`src/rtl/pst_pkg.sv`:
```
// Shared constants, opcodes and pipeline tag type of the projected pair sign test
package pst_pkg;
  localparam int MAX_DIM_DEF = 16;
  localparam int VW = 16;
  localparam int DW = 5;
  localparam logic [DW-1:0] DIM_RESET = 5'd16;

  localparam logic [1:0] OP_INV  = 2'd0;
  localparam logic [1:0] OP_CON  = 2'd1;
  localparam logic [1:0] OP_PAIR = 2'd2;

  typedef struct packed {
    logic vld;
    logic first;
    logic fin;
    logic ph2;
    logic top_row;
  } pst_tag_t;
endpackage

```
`src/rtl/pst_merge.sv`:
```
// Merge stage: capture the signs of r and r1, flag any positive sign product
module pst_merge import pst_pkg::*; #(
  parameter int SW = 58
) (
  input  logic                 clk,
  input  logic                 rst_n,
  input  logic                 clear,
  input  pst_tag_t             tag,
  input  logic signed [SW-1:0] acc_e,
  input  logic signed [SW-1:0] acc_o,
  output logic                 verdict
);
  logic re_pos_r, re_neg_r, ro_pos_r, ro_neg_r, bad_r;
  logic e_pos, e_neg, o_pos, o_neg, conflict;

  always_comb begin
    e_pos    = !acc_e[SW-1] && (|acc_e);
    e_neg    = acc_e[SW-1];
    o_pos    = !acc_o[SW-1] && (|acc_o);
    o_neg    = acc_o[SW-1];
    conflict = (re_pos_r && e_pos) || (re_neg_r && e_neg) ||
               (ro_pos_r && o_pos) || (ro_neg_r && o_neg);
  end

  always_ff @(posedge clk) begin
    if (!rst_n) begin
      re_pos_r <= 1'b0;
      re_neg_r <= 1'b0;
      ro_pos_r <= 1'b0;
      ro_neg_r <= 1'b0;
      bad_r    <= 1'b0;
    end else if (clear) begin
      bad_r <= 1'b0;
    end else if (tag.vld && tag.fin) begin
      if (tag.ph2 && conflict) begin
        bad_r <= 1'b1;
      end
      if (!tag.ph2 && tag.top_row) begin
        re_pos_r <= e_pos;
        re_neg_r <= e_neg;
        ro_pos_r <= o_pos;
        ro_neg_r <= o_neg;
      end
    end
  end

  assign verdict = !bad_r;
endmodule

```
`config.mk`:
```
export PLATFORM = sky130hd
export DESIGN_NAME = pst_merge
export DESIGN_NICKNAME = d
export VERILOG_FILES = /design/src/rtl/pst_pkg.sv /design/src/rtl/pst_merge.sv
export SDC_FILE = /design/constraint.sdc
export NUM_CORES = 1
export LEC_CHECK = 0
export BUFFER_PORTS_ARGS = -buffer_cell sky130_fd_sc_hd__buf_2
export CAP_MARGIN = 20
export CORE_UTILIZATION = 22
export CTS_BUF_LIST = sky130_fd_sc_hd__clkbuf_16
export DETAILED_ROUTE_END_ITERATION = 8
export PLACE_DENSITY = 0.85
export SETUP_SLACK_MARGIN = 0.15
export SYNTH_ARGS = -nofsm -noshare
export SYNTH_HDL_FRONTEND = slang
export SYNTH_SLANG_ARGS = --single-unit
```
`constraint.sdc`:
```
create_clock -name clk -period 2.8 [get_ports clk]
set_clock_uncertainty 0.1 [all_clocks]
set_input_delay 0.28 -clock clk [delete_from_list [all_inputs] [get_ports clk]]
set_output_delay 0.28 -clock clk [all_outputs]
set_load 0.05 [all_outputs]
```
==> flow_summary.rst <==
.. list-table::
   :header-rows: 1

   * - Metric
     - Value
   * - Outcome
     - complete, no violations
   * - Post-detailed-route count of antenna-violating nets
     - 0
   * - Antenna cells
     - 0
   * - RSZ-0062 raised after global routing
     - false
   * - Finished Cell Area
     - between 1000 and 1500 sq um
   * - Hold violation count in the final report
     - 0
   * - Critical path data arrival time
     - roughly 1.6 ns
   * - Met2 routed wirelength
     - 1.29 mm
   * - Core footprint
     - roughly 2000 sq um
   * - Power density normalized to cell area
     - around 330 nW/um^2
   * - Total via count in the routed design
     - 1,085
   * - Sink count of the clock tree
     - 5
   * - Gates resized, CTS repair
     - 0
   * - Overflow after GRT
     - 0
   * - Most common library cell in the layout ignoring fill and taps
     - sky130_fd_sc_hd__buf_2
   * - # port buffers
     - ~120
   * - I/O pin count
     - approximately 130
   * - Metal3 WL
     - ~290 um
   * - Weighted congestion at the end of routability-driven global placement
     - roughly 0.73
   * - Wirelength per Cell
     - about 11 um
   * - Crit share post-route
     - around three fifths
   * - Register cell area after layout
     - 100 sq um
   * - Worst Tran Pin Value
     - approximately 0.38 ns
   * - Clock slew at the register clock pins of the worst setup and hold paths
     - roughly 0.030 ns
   * - Worst min path class
     - in2reg
   * - Max H-tree Level
     - 1
   * - Worst min-delay path startpoint
     - rst_n
   * - Number of nets produced by synthesis
     - around 190
   * - Filler cell count in the final layout
     - 214
   * - DRT Pass-1 Iters
     - 4
   * - Number of cells traversed by the worst hold path
     - 3
   * - Number of cell instances on the worst register-to-register path
     - 2
   * - Final min period
     - between 1.5 and 2 ns
   * - Clock buffer count from CTS
     - 3
   * - Area delta synth->final
     - 154%
   * - Number of instances in the synthesized netlist
     - between 60 and 70
   * - Routed met1 length
     - around 800 um
   * - Layout cell share with drive strength beyond 1
     - 67.5%
   * - Hold buffer count at CTS
     - 0
   * - Total wire length after detailed routing
     - between 2 and 2.5 mm
   * - Post-Route Setup TNS
     - 0 ns
   * - Worst vdd ir
     - 0.549 mV
   * - Type of origin of the critical path
     - input port
   * - Largest net degree at the start of global routing
     - 7
   * - Largest area contributor in the netlist
     - sky130_fd_sc_hd__nor4_1
   * - Die width
     - between 40 and 50 um
   * - TritonCTS clock tree
     - built
   * - Required time at the endpoint of the critical path
     - about 2.8 ns
   * - Cell-by-cell trace of the critical path
     - buf_2 > nor4_1 > nand4_1 > nor4_2 > nor3b_1 > o31a_1
   * - Sort of element at the end of the critical path
     - register
   * - Max-slew headroom at the worst pin
     - between 70% and 80%
   * - Vias in the first global route
     - 994
   * - Synth top area cells
     - sky130_fd_sc_hd__nor4_1, sky130_fd_sc_hd__dfxtp_1, sky130_fd_sc_hd__nand4_1
   * - Global-route wire length before repair
     - 3.85 mm
   * - Uppermost layer routed
     - met4
   * - Final setup fails
     - 0
   * - Max-cap viol count
     - 0
   * - Total of warnings raised by yosys
     - 0
   * - Antenna violations before repair
     - 0
   * - Half-perimeter wire length of the detailed placement result
     - 2.24 mm
   * - Final Slew Violations
     - 0
   * - Drt drc
     - 0
   * - Number of DRC violations after detailed-routing iteration 0
     - 10
   * - Hold endpoint
     - re_pos_r
   * - Number of unique standard cell types used by synthesis
     - 17
   * - Mean instance size in the synthesized netlist
     - between 7 and 8 sq um
   * - Post-CTS setup-driven buffer insertion count
     - 0
   * - Count of standard-cell rows
     - 16
   * - Commonest non-fill, non-tap cells in the layout
     - sky130_fd_sc_hd__buf_2, sky130_fd_sc_hd__nor4_1, sky130_fd_sc_hd__nand4_1
   * - Initial Utilization
     - 23.7%
   * - Reg-to-reg endpoint
     - bad_r
   * - Post-Place Cell Area
     - around 1100 sq um
   * - Area taken by multi-input logic gates
     - between 300 and 400 sq um
   * - Reg-to-Reg Start
     - ro_neg_r
   * - Die extent in y
     - 48.4 um
   * - Gr usage total
     - 20.8%
   * - Number of vias per cell
     - roughly 5
   * - Flop and latch count out of synthesis
     - 5
   * - Worst setup slack for register-to-register paths
     - 1.66 ns
   * - Area fraction of the dominant cell type after synthesis
     - 35.6%
   * - Worst Hold Margin
     - ~0.22 ns
   * - Buffer type at the clock tree root
     - sky130_fd_sc_hd__clkbuf_16
   * - CP max-delay cell
     - sky130_fd_sc_hd__nor4_1
   * - Fmax
     - 614 MHz
   * - Maximum net fanout on the critical path
     - 5
   * - Clock latency at the later pin of the worst-skew pair
     - ~0.22 ns
   * - Die area
     - 2340 sq um
   * - Leakage Power
     - 0.000630 uW
   * - Layout net count
     - 316
   * - Sequential-to-total area share from yosys stat
     - roughly a fifth
   * - Worst-case clock buffer depth
     - 2
   * - Synthesized cell area
     - between 400 and 500 sq um
   * - Critical path start-end classification
     - in2reg
   * - Worst stage delay on the critical path
     - 0.36 ns
cells by family after synthesis:
| family | count (synthesis) | share of synthesized area, % |
|---|---|---|
| and+or+nand+nor | 50 | 64.6 |
| muxes | 2 | 4.22 |
| AOI/OAI and AO/OA | 5 | 8.44 |
| buffers and inverters | 2 | 1.58 |
| DFF | 5 | 21.1 |
Yosys cell counts:
cell	count
sky130_fd_sc_hd__a221o_2	1
sky130_fd_sc_hd__mux2i_1	2
sky130_fd_sc_hd__nor4_2	2
sky130_fd_sc_hd__nor3b_1	2
sky130_fd_sc_hd__inv_1	2
sky130_fd_sc_hd__or3_1	1
sky130_fd_sc_hd__nor4_1	27
sky130_fd_sc_hd__a31oi_1	1
sky130_fd_sc_hd__a21oi_1	1
sky130_fd_sc_hd__o41ai_1	1
sky130_fd_sc_hd__nor2_1	5
sky130_fd_sc_hd__nor3_1	2
sky130_fd_sc_hd__o31a_1	1
sky130_fd_sc_hd__dfxtp_1	5
sky130_fd_sc_hd__nand2_1	1
sky130_fd_sc_hd__nand4_1	7
sky130_fd_sc_hd__nand3_1	3
per-layer routing:
| metal | vias up | GRT usage, % |
|---|---|---|
| met5 | - | 0 |
| li1 | 536 | - |
| met3 | 8 | 6.29 |
| met1 | 463 | 19.3 |
| met4 | 0 | 10.3 |
| met2 | 78 | 40.6 |
critical path, delay by kind of cell:
| kind | cells | cell delay [ns] |
|---|---|---|
| compound gates | 1 | 0.29 |
| simple gates | 4 | 0.94 |
| buf+inv | 1 | 0.13 |
state kept, by name, indices dropped and copies added (netlist names):
signal	count
ro_neg_r	1
ro_pos_r	1
re_pos_r	1
bad_r	1
re_neg_r	1
per-stage QoR:
stage | util [%] | instances | total power, uW | setup slack (ns)
CTS | 60.1 | 218 | 403 | 1.20
floorplan | - | 64 | 85.7 | 1.27
global route | 60.1 | 218 | 424 | 1.12
detailed placement | 56.1 | 214 | 172 | 0.968
global placement | 56.1 | 214 | 170 | 0.972
finish | 60.1 | 218 | 399 | 1.17
power breakdown:
group / switching (uW) / leakage [uW] / total [uW] / internal, uW
logic: 32.1 / 0.000548 / 98.2 / 66.1
clock network: 43.2 / 0.0000423 / 228 / 185
registers: 0.388 / 0.0000403 / 72.9 / 72.5
worst max path at each step:
stage | start | to | slack [ns] | depth (start not counted)
finish | acc_e[57] | bad_r | 1.17 | 6
global route | acc_e[57] | bad_r | 1.12 | 6
CTS | acc_e[47] | bad_r | 1.20 | 6
detailed placement | acc_e[47] | bad_r | 0.97 | 6
global placement | acc_e[47] | bad_r | 0.97 | 6
floorplan | acc_e[44] | bad_r | 1.27 | 5
area by class of cell:
type | count | share of cell area [%]
clock buffers | 3 | 6.24
clock inverters | 1 | 0.312
inverters | 2 | 0.624
multi-input cells | 57 | 30.5
flip-flops and latches | 5 | 8.32
well taps | 27 | 2.81
repair buffers | 123 | 51.2
No activity file was read; power rests on OpenSTA's default activity.
